--- src/sv/srr_pkg.sv ---
// Shared types, result codes and id helpers for the sequence reorder receiver.
`timescale 1ns / 1ps
`default_nettype none

package srr_pkg;

   localparam int ID_W   = 16;
   localparam int TAG_W  = 16;
   localparam int LEN_W  = 16;
   localparam int KIND_W = 3;
   localparam int CNT_W  = 4;

   // At most this many stored packets drain behind one in-order delivery.
   localparam int DRAIN_MAX = 15;
   localparam int DRAIN_W   = 4;

   localparam logic [KIND_W-1:0] KIND_DELIVER  = 3'd0;
   localparam logic [KIND_W-1:0] KIND_STORED   = 3'd1;
   localparam logic [KIND_W-1:0] KIND_DROPPED  = 3'd2;
   localparam logic [KIND_W-1:0] KIND_RST_REQ  = 3'd3;
   localparam logic [KIND_W-1:0] KIND_OVERFLOW = 3'd4;
   localparam logic [KIND_W-1:0] KIND_RST_DONE = 3'd5;

   localparam logic [CNT_W-1:0] CNT_MAX = 4'd15;

   typedef struct packed {
      logic [ID_W-1:0]  id;
      logic [TAG_W-1:0] tag;
      logic [LEN_W-1:0] len;
   } slot_type;

   typedef enum logic [1:0] {
      SRC_ITEM = 2'd0,
      SRC_SLOT = 2'd1,
      SRC_NONE = 2'd2
   } src_type;

   // Step an id on by one over the full id space, skipping zero.
   function automatic logic [ID_W-1:0] next_id(input logic [ID_W-1:0] v);
      logic [ID_W-1:0] n;
      n = v + ID_W'(1);
      if (n == '0) begin
         n = ID_W'(1);
      end
      return n;
   endfunction

endpackage

`default_nettype wire

--- src/sv/sequence_reorder_receiver_core.sv ---
// Reorder buffer for the receive side of a reliable datagram channel.
`timescale 1ns / 1ps
`default_nettype none

// Receive-side reorder buffer. Each request is either a channel reset or a
// data packet (sequence id, payload tag, length). A packet at the expected
// id is delivered, the expected id advances (wrapping, never zero) and the
// stored packets that are now in order follow as further deliver results;
// rsp_last marks the final result of a request, and every result of one
// request carries the expected id and ahead count as they stand after it.
// A packet ahead of the expected id is stored once if it lies within WINDOW
// and a slot is free, else window overflow is reported. Ids are 16 bits and
// wrap over the full 16-bit space. The slot store is a WINDOW-entry memory
// with one read port, searched by a single comparator that looks at one
// slot per cycle, so timing is set by that scan: a channel reset, and a
// reset request while no id is expected, skip the scan; every other
// request scans the store, and an in-order delivery scans it again for every
// packet drained behind it (each hit restarts the search for the next id,
// and each drained result needs one memory read). One request is handled
// at a time; req_stall stays high until the last result has been placed in
// the output register, which may still wait for the consumer while the next
// request is taken. csr_write_data sets zero tolerance and must only be
// written with the block idle.
module sequence_reorder_receiver_core #(
   parameter int WINDOW = 16
) (
   input  wire logic                       clock,
   input  wire logic                       reset,

   input  wire logic                       csr_write_enable,
   input  wire logic                       csr_write_data,

   input  wire logic                       req_valid,
   output      logic                       req_stall,
   input  wire logic                       req_mode,
   input  wire logic [srr_pkg::ID_W-1:0]   req_packet_id,
   input  wire logic [srr_pkg::TAG_W-1:0]  req_payload_tag,
   input  wire logic [srr_pkg::LEN_W-1:0]  req_payload_length,

   output      logic                       rsp_valid,
   input  wire logic                       rsp_stall,
   output      logic [srr_pkg::KIND_W-1:0] rsp_kind,
   output      logic [srr_pkg::ID_W-1:0]   rsp_out_id,
   output      logic [srr_pkg::TAG_W-1:0]  rsp_out_tag,
   output      logic [srr_pkg::LEN_W-1:0]  rsp_out_length,
   output      logic                       rsp_last,
   output      logic [srr_pkg::ID_W-1:0]   rsp_next_expected,
   output      logic [srr_pkg::CNT_W-1:0]  rsp_ahead_count
);

   import srr_pkg::*;

   localparam int IDX_W = $clog2(WINDOW);
   localparam logic [IDX_W:0]   ISSUE_END = (IDX_W+1)'(WINDOW);
   localparam logic [ID_W-1:0]  WIN_DIST  = ID_W'(WINDOW);
   localparam logic [DRAIN_W-1:0] DRAIN_LIM = DRAIN_W'(DRAIN_MAX);

   typedef enum logic [4:0] {
      S_IDLE  = 5'b00001,   // wait for a request
      S_CLASS = 5'b00010,   // sort the request
      S_SCAN  = 5'b00100,   // walk the slot store with the comparator
      S_READ  = 5'b01000,   // fetch a drained slot
      S_PUT   = 5'b10000    // hand a result to the output register
   } state_type;

   // ---------------------------------------------------------------------
   // Registers
   // ---------------------------------------------------------------------
   state_type            state_ff,   state_in;
   logic                 zt_ff,      zt_in;
   logic [ID_W-1:0]      exp_ff,     exp_in;
   logic [CNT_W-1:0]     cnt_ff,     cnt_in;
   logic [WINDOW-1:0]    valid_ff,   valid_in;

   logic                 mode_ff,    mode_in;
   slot_type             item_ff,    item_in;

   logic                 drain_ff,   drain_in;
   logic [IDX_W:0]       issue_ff,   issue_in;
   logic                 pend_ff,    pend_in;
   logic [IDX_W-1:0]     ridx_ff,    ridx_in;
   logic                 rvalid_ff,  rvalid_in;
   logic                 match_ff,   match_in;
   logic                 free_ff,    free_in;
   logic [IDX_W-1:0]     fidx_ff,    fidx_in;

   logic [DRAIN_W-1:0]   k_ff,       k_in;
   logic [DRAIN_W-1:0]   emit_ff,    emit_in;
   logic [IDX_W-1:0]     list_ff [DRAIN_MAX];
   logic                 list_we;

   logic [KIND_W-1:0]    kind_ff,    kind_in;
   src_type              src_ff,     src_in;

   logic                 ov_ff,      ov_in;
   logic [KIND_W-1:0]    okind_ff,   okind_in;
   slot_type             oslot_ff,   oslot_in;
   logic                 olast_ff,   olast_in;
   logic [ID_W-1:0]      oexp_ff,    oexp_in;
   logic [CNT_W-1:0]     ocnt_ff,    ocnt_in;

   // Slot memory ports
   slot_type             slot_mem [WINDOW];
   slot_type             rdata_ff;
   logic                 mem_re;
   logic [IDX_W-1:0]     mem_raddr;
   logic                 mem_we;
   logic [IDX_W-1:0]     mem_waddr;

   // ---------------------------------------------------------------------
   // Shared compare unit: one stored id against the search key per cycle
   // ---------------------------------------------------------------------
   logic [ID_W-1:0]      key;
   logic                 hit;
   logic [ID_W-1:0]      id_dist;
   logic                 ahead;
   logic                 accept;
   logic                 out_free;
   logic                 scan_done;

   assign key       = drain_ff ? exp_ff : item_ff.id;
   assign hit       = pend_ff && rvalid_ff && (rdata_ff.id == key);
   assign id_dist   = item_ff.id - exp_ff;
   assign ahead     = (id_dist != '0) && !id_dist[ID_W-1] && !match_ff;
   assign scan_done = (issue_ff == ISSUE_END) && !pend_ff;

   assign req_stall = (state_ff != S_IDLE);
   assign accept    = req_valid && !req_stall;
   assign out_free  = !ov_ff || !rsp_stall;

   // ---------------------------------------------------------------------
   // Sequencer
   // ---------------------------------------------------------------------
   always_comb begin
      state_in  = state_ff;
      zt_in     = csr_write_enable ? csr_write_data : zt_ff;
      exp_in    = exp_ff;
      cnt_in    = cnt_ff;
      valid_in  = valid_ff;
      mode_in   = mode_ff;
      item_in   = item_ff;
      drain_in  = drain_ff;
      issue_in  = issue_ff;
      pend_in   = 1'b0;
      ridx_in   = ridx_ff;
      rvalid_in = rvalid_ff;
      match_in  = match_ff;
      free_in   = free_ff;
      fidx_in   = fidx_ff;
      k_in      = k_ff;
      emit_in   = emit_ff;
      list_we   = 1'b0;
      kind_in   = kind_ff;
      src_in    = src_ff;
      mem_re    = 1'b0;
      mem_raddr = issue_ff[IDX_W-1:0];
      mem_we    = 1'b0;
      mem_waddr = fidx_ff;

      // drop the waiting result once taken
      ov_in     = ov_ff && rsp_stall;
      okind_in  = okind_ff;
      oslot_in  = oslot_ff;
      olast_in  = olast_ff;
      oexp_in   = oexp_ff;
      ocnt_in   = ocnt_ff;

      unique case (state_ff)
         S_IDLE: begin
            if (accept) begin
               mode_in  = req_mode;
               item_in  = '{id: req_packet_id, tag: req_payload_tag,
                            len: req_payload_length};
               k_in     = '0;
               emit_in  = '0;
               state_in = S_CLASS;
            end
         end

         S_CLASS: begin
            issue_in = '0;
            match_in = 1'b0;
            free_in  = 1'b0;
            src_in   = SRC_ITEM;
            priority if (mode_ff) begin
               // channel reset: empty the store and start over
               valid_in = '0;
               exp_in   = '0;
               cnt_in   = '0;
               kind_in  = KIND_RST_DONE;
               src_in   = SRC_NONE;
               state_in = S_PUT;
            end else if (exp_ff == '0 && item_ff.id != '0) begin
               kind_in  = KIND_RST_REQ;
               state_in = S_PUT;
            end else if (item_ff.id == exp_ff) begin
               // in order: advance, then hunt for the following ids
               exp_in   = next_id(exp_ff);
               cnt_in   = '0;
               drain_in = 1'b1;
               kind_in  = KIND_DELIVER;
               state_in = S_SCAN;
            end else begin
               drain_in = 1'b0;
               state_in = S_SCAN;
            end
         end

         S_SCAN: begin
            if (drain_ff && hit) begin
               // take this slot out of the store, restart for the next id
               list_we          = 1'b1;
               k_in             = k_ff + DRAIN_W'(1);
               valid_in[ridx_ff] = 1'b0;
               exp_in           = next_id(exp_ff);
               issue_in         = '0;
               if (k_ff + DRAIN_W'(1) == DRAIN_LIM) begin
                  state_in = S_PUT;
               end
            end else if (scan_done) begin
               if (!drain_ff) begin
                  priority if (ahead) begin
                     if (id_dist < WIN_DIST && free_ff) begin
                        mem_we          = 1'b1;
                        valid_in[fidx_ff] = 1'b1;
                        cnt_in          = (cnt_ff == CNT_MAX) ? cnt_ff
                                                              : cnt_ff + CNT_W'(1);
                        kind_in         = KIND_STORED;
                     end else begin
                        kind_in = KIND_OVERFLOW;
                     end
                  end else if (item_ff.id == '0 && !zt_ff && exp_ff != ID_W'(1)) begin
                     kind_in = KIND_RST_REQ;
                  end else begin
                     kind_in = KIND_DROPPED;
                  end
               end
               state_in = S_PUT;
            end else begin
               if (!drain_ff && pend_ff) begin
                  if (hit) begin
                     match_in = 1'b1;
                  end
                  if (!rvalid_ff && !free_ff) begin
                     free_in = 1'b1;
                     fidx_in = ridx_ff;
                  end
               end
               if (issue_ff != ISSUE_END) begin
                  mem_re    = 1'b1;
                  pend_in   = 1'b1;
                  ridx_in   = issue_ff[IDX_W-1:0];
                  rvalid_in = valid_ff[issue_ff[IDX_W-1:0]];
                  issue_in  = issue_ff + (IDX_W+1)'(1);
               end
            end
         end

         S_READ: begin
            mem_re    = 1'b1;
            mem_raddr = list_ff[emit_ff];
            emit_in   = emit_ff + DRAIN_W'(1);
            src_in    = SRC_SLOT;
            state_in  = S_PUT;
         end

         S_PUT: begin
            if (out_free) begin
               ov_in    = 1'b1;
               okind_in = kind_ff;
               unique case (src_ff)
                  SRC_ITEM: oslot_in = item_ff;
                  SRC_SLOT: oslot_in = rdata_ff;
                  default:  oslot_in = '0;
               endcase
               olast_in = (emit_ff == k_ff);
               oexp_in  = exp_ff;
               ocnt_in  = cnt_ff;
               state_in = (emit_ff == k_ff) ? S_IDLE : S_READ;
            end
         end

         default: begin
            state_in = S_IDLE;
         end
      endcase
   end

   always_ff @(posedge clock) begin
      if (reset) begin
         state_ff <= S_IDLE;
         zt_ff    <= 1'b0;
         exp_ff   <= '0;
         cnt_ff   <= '0;
         valid_ff <= '0;
         pend_ff  <= 1'b0;
         ov_ff    <= 1'b0;
      end else begin
         state_ff <= state_in;
         zt_ff    <= zt_in;
         exp_ff   <= exp_in;
         cnt_ff   <= cnt_in;
         valid_ff <= valid_in;
         pend_ff  <= pend_in;
         ov_ff    <= ov_in;
      end
   end

   always_ff @(posedge clock) begin
      mode_ff   <= mode_in;
      item_ff   <= item_in;
      drain_ff  <= drain_in;
      issue_ff  <= issue_in;
      ridx_ff   <= ridx_in;
      rvalid_ff <= rvalid_in;
      match_ff  <= match_in;
      free_ff   <= free_in;
      fidx_ff   <= fidx_in;
      k_ff      <= k_in;
      emit_ff   <= emit_in;
      kind_ff   <= kind_in;
      src_ff    <= src_in;
      okind_ff  <= okind_in;
      oslot_ff  <= oslot_in;
      olast_ff  <= olast_in;
      oexp_ff   <= oexp_in;
      ocnt_ff   <= ocnt_in;
      if (list_we) begin
         list_ff[k_ff] <= ridx_ff;
      end
   end

   // slot store: one write and one registered read a cycle
   always_ff @(posedge clock) begin
      if (mem_we) begin
         slot_mem[mem_waddr] <= item_ff;
      end
      if (mem_re) begin
         rdata_ff <= slot_mem[mem_raddr];
      end
   end

   assign rsp_valid         = ov_ff;
   assign rsp_kind          = okind_ff;
   assign rsp_out_id        = oslot_ff.id;
   assign rsp_out_tag       = oslot_ff.tag;
   assign rsp_out_length    = oslot_ff.len;
   assign rsp_last          = olast_ff;
   assign rsp_next_expected = oexp_ff;
   assign rsp_ahead_count   = ocnt_ff;

   // ---------------------------------------------------------------------
   // Checks
   // ---------------------------------------------------------------------
   a_accept_to_class: assert property (@(posedge clock) disable iff (reset)
      accept |=> state_ff == S_CLASS)
      else $error("accepted request did not move to classification");

   a_store_free_slot: assert property (@(posedge clock) disable iff (reset)
      mem_we |-> !valid_ff[mem_waddr])
      else $error("store overwrote an occupied slot");

   a_drain_key_nonzero: assert property (@(posedge clock) disable iff (reset)
      (state_ff == S_SCAN && drain_ff) |-> exp_ff != '0)
      else $error("drain searching for id zero");

   a_load_from_put: assert property (@(posedge clock) disable iff (reset)
      (ov_ff && !$past(ov_ff)) |-> $past(state_ff == S_PUT))
      else $error("result appeared outside the put step");

   a_drain_bounded: assert property (@(posedge clock) disable iff (reset)
      (state_ff == S_SCAN && drain_ff) |-> k_ff != DRAIN_LIM)
      else $error("drain ran past its limit");

endmodule

`default_nettype wire

--- config.mk ---
export PLATFORM = sky130hd
export DESIGN_NAME = sequence_reorder_receiver_core
export DESIGN_NICKNAME = d
export VERILOG_FILES = /design/src/sv/srr_pkg.sv /design/src/sv/sequence_reorder_receiver_core.sv
export SDC_FILE = /design/constraint.sdc
export NUM_CORES = 1
export LEC_CHECK = 0
export BUFFER_PORTS_ARGS = -buffer_cell sky130_fd_sc_hd__buf_2
export CAP_MARGIN = 10
export CORE_MARGIN = 2
export CORE_UTILIZATION = 45
export CTS_CLUSTER_DIAMETER = 150
export DETAILED_ROUTE_END_ITERATION = 8
export GPL_TIMING_DRIVEN = 1
export PLACE_DENSITY = 0.63
export SLEW_MARGIN = 0
export SYNTH_ARGS = -nofsm -noshare
export SYNTH_HDL_FRONTEND = slang
export SYNTH_SLANG_ARGS = --single-unit
--- constraint.sdc ---
create_clock -name clock -period 15.3 [get_ports clock]
set_input_delay 1.53 -clock clock [delete_from_list [all_inputs] [get_ports clock]]
set_output_delay 1.53 -clock clock [all_outputs]
set_load 0.005 [all_outputs]
Yosys cells after proc, flatten, opt, wreduce, memory -nomap -nowiden. Memory sizes are Yosys's and may differ from the RTL's. A register that Yosys moved wholly into a read port is not among the register bits. Cells that the tools add are included.

Word-level logic and storage cells: 234. Register bits: 195. RAM bits: 828. Output and inout port bits: 74. Memories: 2.

Order comparisons: 6. Bitwise operators: 8. Reductions and logical operators: 53. Equal/unequal tests: 39. Mux-type cells: 91. Add/sub/neg operators: 6.

Memory list: slot_mem (depth 16, bits a word 48, read ports 1, clocked after Yosys merged registers in 1, wr ports 1, line sequence_reorder_receiver_core.sv:103) `slot_type slot_mem [WINDOW];`; list_ff (depth 15, bits a word 4, read ports 1, clocked after Yosys merged registers in 1, wr ports 1, line sequence_reorder_receiver_core.sv:89) `logic [IDX_W-1:0] list_ff [DRAIN_MAX];`.

Operator list (number): $mux 16 (12); $pmux 48 s2 (1); $pmux 16 s2 (2); $mux 4 (14); $mux 5 (10); $logic_not 16->1 (3); $eq 16x16->1 (2); $reduce_bool 16->1 (2); $mux 1 (30); $ne 2x2->1 const B (14); $ne 3x3->1 const B (9); $pmux 5 s5 (1); $mux 3 (8); $pmux 4 s2 (3); $reduce_and 5->1 (4); $add 16x1->16 const B (1); $and 16x16->16 (1); $logic_and 1x1->1 (16); $lt 16x5->1 const B (1); $ne 16x1->1 const B (1); $not 16->16 (1); $or 16x16->16 (1); $sub 16x16->16 (1); $lt 4x5->1 const B (3); 32 further kinds (62).

Depth between registers and ports, before layout. Gate-level depths: netlist (run 1).

Word-level depth: 11. Depth in mapped cells: 14. Depth with buffers taken out: 13.

Worst setup path after synthesis (run 1). OpenSTA, ideal clock, no wires.

Kind: register to register. Start: register item_ff[32] (netlist bit). End: memory slot_mem[2][0] (netlist bit), enable pin. Required time: 14727 ps. Data arrival time: 7675 ps. Cell stages (with the launch flop): 15. Clock period less this slack: 8248 ps. Setup slack: 7052 ps. Path through: edfxtp_1 -> inv_1 -> ha_1 -> inv_1 -> fa_1 -> a21o_1 -> a221oi_1 -> o21ai_0 -> mux2i_1 -> nor4_1 -> nand4_1 -> nor2_2 -> nand2_1 -> clkbuf_1 -> nor4_1.

Cells in the longest elaborated chain, start to end: 11. Elaborated cells on any way between the ends: 19.

RTL lines: from (decl) (line sequence_reorder_receiver_core.sv:76) `slot_type item_ff, item_in;`; from (signal assigned) (line sequence_reorder_receiver_core.sv:311) `item_ff <= item_in;`; $sub 16x16->16 (line sequence_reorder_receiver_core.sv:123) `assign id_dist = item_ff.id - exp_ff;`; $lt 16x5->1, or another cell as far along (line sequence_reorder_receiver_core.sv:223) `if (id_dist < WIN_DIST && free_ff) begin`; $logic_and 1x1->1 (on tied branches) (line sequence_reorder_receiver_core.sv:223, sequence_reorder_receiver_core.sv:124); $mux 1 or $logic_and 1x1->1 (tied branches) (line sequence_reorder_receiver_core.sv:223, sequence_reorder_receiver_core.sv:124); $mux 1 (line sequence_reorder_receiver_core.sv:222) `priority if (ahead) begin`; $mux 1 (line sequence_reorder_receiver_core.sv:221) `if (!drain_ff) begin`; $mux 1 (line sequence_reorder_receiver_core.sv:220) `end else if (scan_done) begin`; $mux 1 * (line sequence_reorder_receiver_core.sv:210) `if (drain_ff && hit) begin`; $mux 1 * (line sequence_reorder_receiver_core.sv:168) `unique case (state_ff)`; $mux 1 * (line sequence_reorder_receiver_core.sv:335) `if (mem_we) begin`; $mux 1 (not written as such) * (line sequence_reorder_receiver_core.sv:336) `slot_mem[mem_waddr] <= item_ff;`; to (decl) (line sequence_reorder_receiver_core.sv:103).

Mark *: on every way between the ends. The rest lies on a longest branch, timed or not.

Final worst setup path (run 1).
Start: register item_ff[32] (netlist bit). End: memory slot_mem[4][18] (netlist bit), enable pin.

The elaborated chain is that of the path after synthesis.

==> results.ini, run 1 <==
[die]
die_w_um=315
dieHeight_um=315
dieArea_um2=99200
io_pins=129
core_um2=96300
floorplan.initialDensity_pct=45.2
rows=114

[synthesis]
synthDistinctLibCells=71
synth_flop_cell=edfxtp_1
synth_largest_area_cell=edfxtp_1
ys_warn_count=0
syn_nets=2954
muxShareOfSynthArea_pct=7.39
synth_adder_area_share_pct=0.794
synth_common_cells=1027 x edfxtp_1, 251 x nand2_1, 212 x mux2i_1, 164 x nor2_1, 113 x a211oi_1
synth_top_family_by_area=compound AO/OA/AOI/OAI gates
async_flop_share_pct=0
avgSynthCellArea_um2=15.2
synth_area_leaders=edfxtp_1 71%, mux2i_1 4.9%, dfxtp_1 2.2%, nand2_1 2.2%, a211oi_1 1.9%
synthSimpleGateAreaFrac_pct=7.83
yosysMostFrequentCell=edfxtp_1
synth_xor_area_share_pct=0.845
yosysTopAreaCellShare_pct=70.9
netlist_area_um2=43500
ys_seq_area_share_pct=73.1
synth_edf_count=1027
synth-compound-area-share_pct=7.98
ys_seq_elements=1075
netlist_instances=2872

[cells_and_area]
syn_to_final_growth_pct=13.4
nets=3073
fin_area_um2=49300
fin_util_pct=51.2
fillers=7866
layout-drive-gt1-share_pct=14.7

[worst_setup_path]
max_stage_delay_ns=0.78
worstSetupStartpointType=flip-flop
cp_data_required_time_ns=15.60
timing.critical_path.mode_cell=inv_1
crit_slowest_cell=buf_4
worstPathMaxFanout=48
endpoint_kind=flip-flop
crit_type=reg2reg
cp.buffers_inverters=3
reg2reg_slack_ns=9.62
cp_top_family=simple AND/OR/NAND/NOR gates
crit_chain=inv_1 -> ha_1 -> inv_1 -> fa_1 -> a21o_1 -> a221oi_1 -> o21ai_0 -> mux2i_1 -> nor4_1 -> nand4_1 -> nor2_2 -> nand2_1 -> nor4_2 -> buf_4
crit_arrival_ns=5.98

[detailed_routing]
drt-wirelength-per-cell_um=23.7
drt_iter0_drc=2271
drt.antenna.violating_nets=0
viasPerCell=5.77
vias=25200
drc=0
firstDrtPassIters=7
wl_um=104000

[clock_tree]
cts_resized=0
clk_latency_ns=0.69
cts_sinks=1075
hold_buffers=0
root_buffer=clkbuf_16
clockBufferDepth=3
cts_tree=yes
post_cts.repair.setup_buffers=0
numCtsBuffers=108
clkTransAtPathRegs_ns=0.06
htreeDepth=3

[global_routing]
grt_pass1_vias=25300
grt.met2_usage_pct=33.6
antenna_found_initial=2
grt-ovfl-total=0
grt_max_degree=196
grt_use_total_pct=20.7
top_usage_layer=met2
grt_pass1_wl_um=156000
met3_usage_pct=3.40
grt_util_met1_pct=29.1

[timing]
finalClockSkew_ns=0.0317
setup_ws_ns=9.62
maxSlewViolCount=0
slew_headroom_pct=20.7
fin_crit_sh_pct=37.2
worst_slew_pin_slew_ns=1.19
max_freq_ghz=0.176
fin_tns_setup_ns=0
finalSetupViolations=0
finalHoldViolCount=0
grt_setup_unrepaired=no
period_needed_ns=5.68

[place]
hpwlAfterDp_um=56700
placed_area_um2=45500
port_buffers=128
globalplace.congestion=0.859
pre_cts_slack_ns=9.67

[run]
cap_violations=0

[power]
p_per_area_nw_per_um2=144
p_leak_nw=16.4
power_mw=7.12
ir_worst_vdd_v=0.000106

[run_status]
status=finished clean

[min_path]
min_path_type=reg2reg

-- path summary, 6_finish.rpt --
kind / end / start / depth (start not counted)
setup reg to reg: slot_mem[4][18] / item_ff[32] / 14
setup / recovery: slot_mem[4][18] / item_ff[32] / 14
hold reg to reg: rsp_kind[2] / kind_ff[2] / 0
hold / removal: rsp_kind[2] / kind_ff[2] / 0
-- state kept, by name, indices dropped and copies added (netlist names), 2 cells and up, named ones only --
name / count
kind_ff: 3
valid_ff: 16
list_ff: 60
ridx_ff: 4
cnt_ff: 4
rsp_kind: 3
emit_ff: 4
rsp_out_id: 16
state_ff: 5
fidx_ff: 4
rsp_out_length: 16
k_ff: 4
item_ff: 48
rsp_ahead_count: 4
rsp_out_tag: 16
slot_mem: 768
issue_ff: 5
rdata_ff: 48
rsp_next_expected: 16
src_ff: 2
exp_ff: 16
-- cell type report --
| class | instances | area, um2 | area share, % |
|---|---|---|---|
| flip-flops and latches | 1075 | 31800 | 64.5 |
| clock buffers | 123 | 2840 | 5.77 |
| multi-input cells | 1585 | 11000 | 22.2 |
| well taps | 1276 | 1600 | 3.24 |
| diodes | 1 | 2.50 | 0.00507 |
| clock inverters | 81 | 943 | 1.91 |
| repair buffers | 175 | 1010 | 2.04 |
| inverters | 46 | 173 | 0.350 |
-- metal layers --
| metal | wire length, um | up-vias |
|---|---|---|
| met2 | 49600 | 767 |
| met4 | 2260 | 0 |
| met3 | 5810 | 157 |
| met1 | 45900 | 12900 |
| li1 | - | 11400 |
| met5 | 0 | - |
-- power by group --
part,internal (mW),switching [mW],leakage [nW]
Clock,1.67,1.11,1.83
Combinational,0.262,0.442,4.91
Sequential,3.45,0.183,9.64
-- placed cells by master (no fill, tap or decap), types with 46 or more instances in the layout --
cell / count
o21ai_0: 58
nor3_1: 50
edfxtp_1: 1027
a22oi_1: 46
mux2_2: 57
dfxtp_1: 48
clkbuf_16: 112
mux2i_1: 212
buf_4: 46
nor2_1: 164
a211oi_1: 113
a31oi_1: 106
and2_1: 102
buf_2: 128
nand2_1: 250
o22ai_1: 56
-- metrics by stage --
| step | instances | hold WS, ns |
|---|---|---|
| 2_1_floorplan | 2872 | 0.400 |
| 4_1_cts | 4360 | 0.421 |
| 3_3_place_gp | 4156 | 0.409 |
| 3_5_place_dp | 4156 | 0.406 |
| 5_1_grt | 4361 | 0.427 |
| 6_report | 4362 | 0.418 |
-- cell families (layout without fill, tap and decap cells) --
logic type / after synthesis / count (layout)
buf+inv: 212 / 425
xor+xnor: 42 / 42
flops: 1075 / 1075
other cells: 0 / 1
mux: 289 / 289
simple gates: 718 / 718
compound gates: 509 / 509
fa+ha+maj: 27 / 27
(Power assumes the default switching activity.)
==> inputs of run 2 (changes only) <==
--- a/config.mk
+++ b/config.mk
@@ -5,6 +5,7 @@
 export SDC_FILE = /design/constraint.sdc
 export NUM_CORES = 1
 export LEC_CHECK = 0
+export ABC_AREA = 1
 export BUFFER_PORTS_ARGS = -buffer_cell sky130_fd_sc_hd__buf_2
 export CAP_MARGIN = 10
 export CORE_MARGIN = 2
@@ -12,7 +13,7 @@
 export CTS_CLUSTER_DIAMETER = 150
 export DETAILED_ROUTE_END_ITERATION = 8
 export GPL_TIMING_DRIVEN = 1
-export PLACE_DENSITY = 0.63
+export PLACE_DENSITY = 0.65
 export SLEW_MARGIN = 0
 export SYNTH_ARGS = -nofsm -noshare
 export SYNTH_HDL_FRONTEND = slang
==> constraint.sdc (replaced) <==
create_clock -name clock -period 4.8 [get_ports clock]
set_input_delay 0.48 -clock clock [delete_from_list [all_inputs] [get_ports clock]]
set_output_delay 0.48 -clock clock [all_outputs]
set_load 0.005 [all_outputs]
==> run 2 against run 1 <==
Effect of this change:
- combinational power rose to 2.9 times the previous value
- clock power rose to 3.3 times the previous value
- routed wire length rose by 12%
- core utilization rose by 1.1 points
- highest routed layer unchanged
- largest cell class unchanged
==> results.ini, run 2 <==
[detailed_routing]
firstDrtPassIters=6  ; -1
drt_iter0_drc=2802  ; +23%
wl_um=115000  ; +12%
drc=0  ; unchanged
drt.antenna.violating_nets=0  ; unchanged
drt-wirelength-per-cell_um=21.4  ; -9.8%
viasPerCell=5.53  ; -4.0%
vias=29900  ; +19%

[place]
hpwlAfterDp_um=69800  ; +23%
placed_area_um2=48100  ; +5.6%
port_buffers=128  ; unchanged
dpl.cell_count=5144  ; +24%
globalplace.congestion=0.914  ; +6.4%

[synthesis]
ys_seq_elements=1075  ; unchanged
netlist_area_um2=45500  ; +4.6%
netlist_instances=3844  ; +34%
syn_nets=3926  ; +33%
yosysTopAreaCellShare_pct=67.8  ; -3.1 points
ys_seq_area_share_pct=69.9  ; -3.2 points
synth_largest_area_cell=edfxtp_1
synth_common_cells=1027 x edfxtp_1, 615 x nand2_1, 485 x inv_1, 392 x o211ai_1, 310 x nand3_1
ys_warn_count=0  ; unchanged
synth_area_leaders=edfxtp_1 68%, o211ai_1 6.5%, nand2_1 5.1%, inv_1 4.0%, nand3_1 3.4%
synth_edf_count=1027  ; unchanged
avgSynthCellArea_um2=11.8  ; -22%
synthDistinctLibCells=54  ; -24%
synth_flop_cell=edfxtp_1
yosysMostFrequentCell=edfxtp_1
async_flop_share_pct=0  ; unchanged

[power]
ir_worst_vdd_v=0.000302  ; +190%
switching_power_mw=5.37  ; +210%
p_int_mw=16.7  ; +210%
pwr-share-seq_pct=49.7  ; -1.3 points
p_per_area_nw_per_um2=421  ; +190%
combPwrFrac_pct=9.1  ; -0.8 points
power_frac_clock_pct=41.2  ; +2.1 points
p_leak_nw=19.1  ; +16%
switching_share_pct=24.3  ; -0.083 points
power_mw=22.1  ; +210%

[clock_tree]
clkTransAtPathRegs_ns=0.06  ; about the same
cts_tree=yes
clockBufferDepth=3  ; unchanged
numCtsBuffers=108  ; unchanged
clk_latency_ns=0.70  ; about the same
root_buffer=clkbuf_16
htreeDepth=3  ; unchanged
cts_sinks=1075  ; unchanged
post_cts.repair.setup_buffers=0  ; unchanged

[worst_setup_path]
crit_arrival_ns=4.62  ; -1.36 ns
worstSetupStartpointType=flip-flop
max_stage_delay_ns=0.62  ; -0.16 ns
reg2reg_from=item_ff[32]
timing.critical_path.mode_cell=nand2_1
crit_chain=inv_1 -> ha_1 -> inv_1 -> fa_1 -> nand3_1 -> nand2_1 -> nand2_1 -> nand2_1 -> nand2_1 -> nand3_1 -> and2_1 -> nand2_1 -> nor2_1 -> nand3_1 -> nand3b_1 -> nand3b_1 -> buf_4 -> nor2_4 -> buf_12
cp_data_required_time_ns=5.18  ; -10.42 ns
cp.buffers_inverters=4  ; +1
reg2reg_slack_ns=0.57  ; -9.05 ns
crit_type=reg2reg
startpoint=item_ff[32]
cp_top_family=simple AND/OR/NAND/NOR gates
worstPathMaxFanout=24  ; -50%
crit_slowest_cell=edfxtp_1
endpoint_kind=flip-flop

[die]
rows=116  ; +1.8%
dieArea_um2=104000  ; +4.5%
dieHeight_um=322  ; +2.2%
floorplan.initialDensity_pct=45.4  ; +0.25 points
io_pins=129  ; unchanged
die_w_um=322  ; +2.2%
core_um2=100000  ; +4.0%

[global_routing]
grt_pass1_vias=28500  ; +13%
grt_pass1_wl_um=174000  ; +12%
grt-ovfl-total=0  ; unchanged
antenna_found_initial=1  ; -1
grt_use_total_pct=22.2  ; +1.4 points
grt_max_degree=149  ; -24%

[run]
cap_violations=0  ; unchanged

[cells_and_area]
nets=4086  ; +33%
diodes=0  ; -1
syn_to_final_growth_pct=15.2
final_cell_mix=1027 x edfxtp_1, 614 x nand2_1, 482 x inv_1
fillers=8496  ; +8.0%
reg_top3=slot_mem x768, list_ff x60
top_register=slot_mem
fin_area_um2=52400  ; +6.3%
fin_cells=5395  ; +24%
fin_util_pct=52.4  ; +1.1 points
layout-drive-gt1-share_pct=11.1  ; -3.5 points
largest_reg_flops=768  ; unchanged
layout_commonest_cell=edfxtp_1

[timing]
grt_setup_unrepaired=no
worst_slew_pin_slew_ns=1.09  ; -0.100 ns
finalHoldViolCount=0  ; unchanged
fin_tns_setup_ns=0  ; unchanged
maxSlewViolCount=0  ; unchanged
finalSetupViolations=0  ; unchanged
slew_headroom_pct=27.6  ; +7.0 points
fin_crit_sh_pct=88.2  ; +51 points
period_needed_ns=4.23  ; -1.45 ns
max_freq_ghz=0.236  ; +34%
finalClockSkew_ns=0.0405  ; +0.00878 ns

[run_status]
status=finished clean

[min_path]
worst_hold_startpoint=req_packet_id[13]
min_path_type=in2reg

==> run 2: cell families after synthesis <==
| family | after synthesis | share of synthesized area (%) |
|---|---|---|
| buf+inv | 716 | 6.25 |
| flops | 1075 | 69.9 |
| simple gates | 1187 | 11.2 |
| xor+xnor | 28 | 0.539 |
| fa+ha+maj | 27 | 0.759 |
| compound gates | 811 | 11.4 |
==> run 2: path summary, 6_finish.rpt <==
path                            cells past startpoint              end
worst max-delay path                               19  slot_mem[9][29]
worst min-delay path                                1      item_ff[45]
worst max register to register                     19  slot_mem[9][29]
worst min register to register                      0      rsp_kind[2]
==> run 2: timing repair <==
action	CTS	global route
resized for setup	0	0
hold endpoints to repair	46	0
hold buffers	47	0
==> run 2: layout make-up <==
cell class              instances  area, um2  area share [%]
clock buffers                 122       2870            5.47
flip-flops and latches       1075      31800            60.6
well taps                    1298       1620            3.10
clock inverters                81       1020            1.94
repair buffers                265       2170            4.14
multi-input cells            2053      11100            21.1
inverters                     501       1890            3.61
==> run 2: metal layers <==
layer	vias to the layer above	global-route usage [%]	wire, um
met5	-	0	0
met1	14600	30.8	50200
met3	191	2.72	6420
met4	0	7.18	3510
li1	14100	-	-
met2	1026	36.4	55300
==> run 2: power by group through the flow <==
stage	Clock, mW	Combinational [mW]	Sequential, mW
global placement	0	1.97	11.2
detailed placement	0	1.98	11.2
CTS	9.24	2.02	11.0
global route	9.59	2.25	11.0
finish	9.09	2.01	11.0
floorplan	0	1.34	11.0
==> run 2: metrics by stage <==
step / hold slack (ns) / setup slack (ns)
global route: 0.0117 / 0.180
CTS: 0.00844 / 0.555
global placement: 0.405 / 0.605
detailed placement: 0.405 / 0.568
finish: 0.0315 / 0.567
floorplan: 0.400 / -0.366
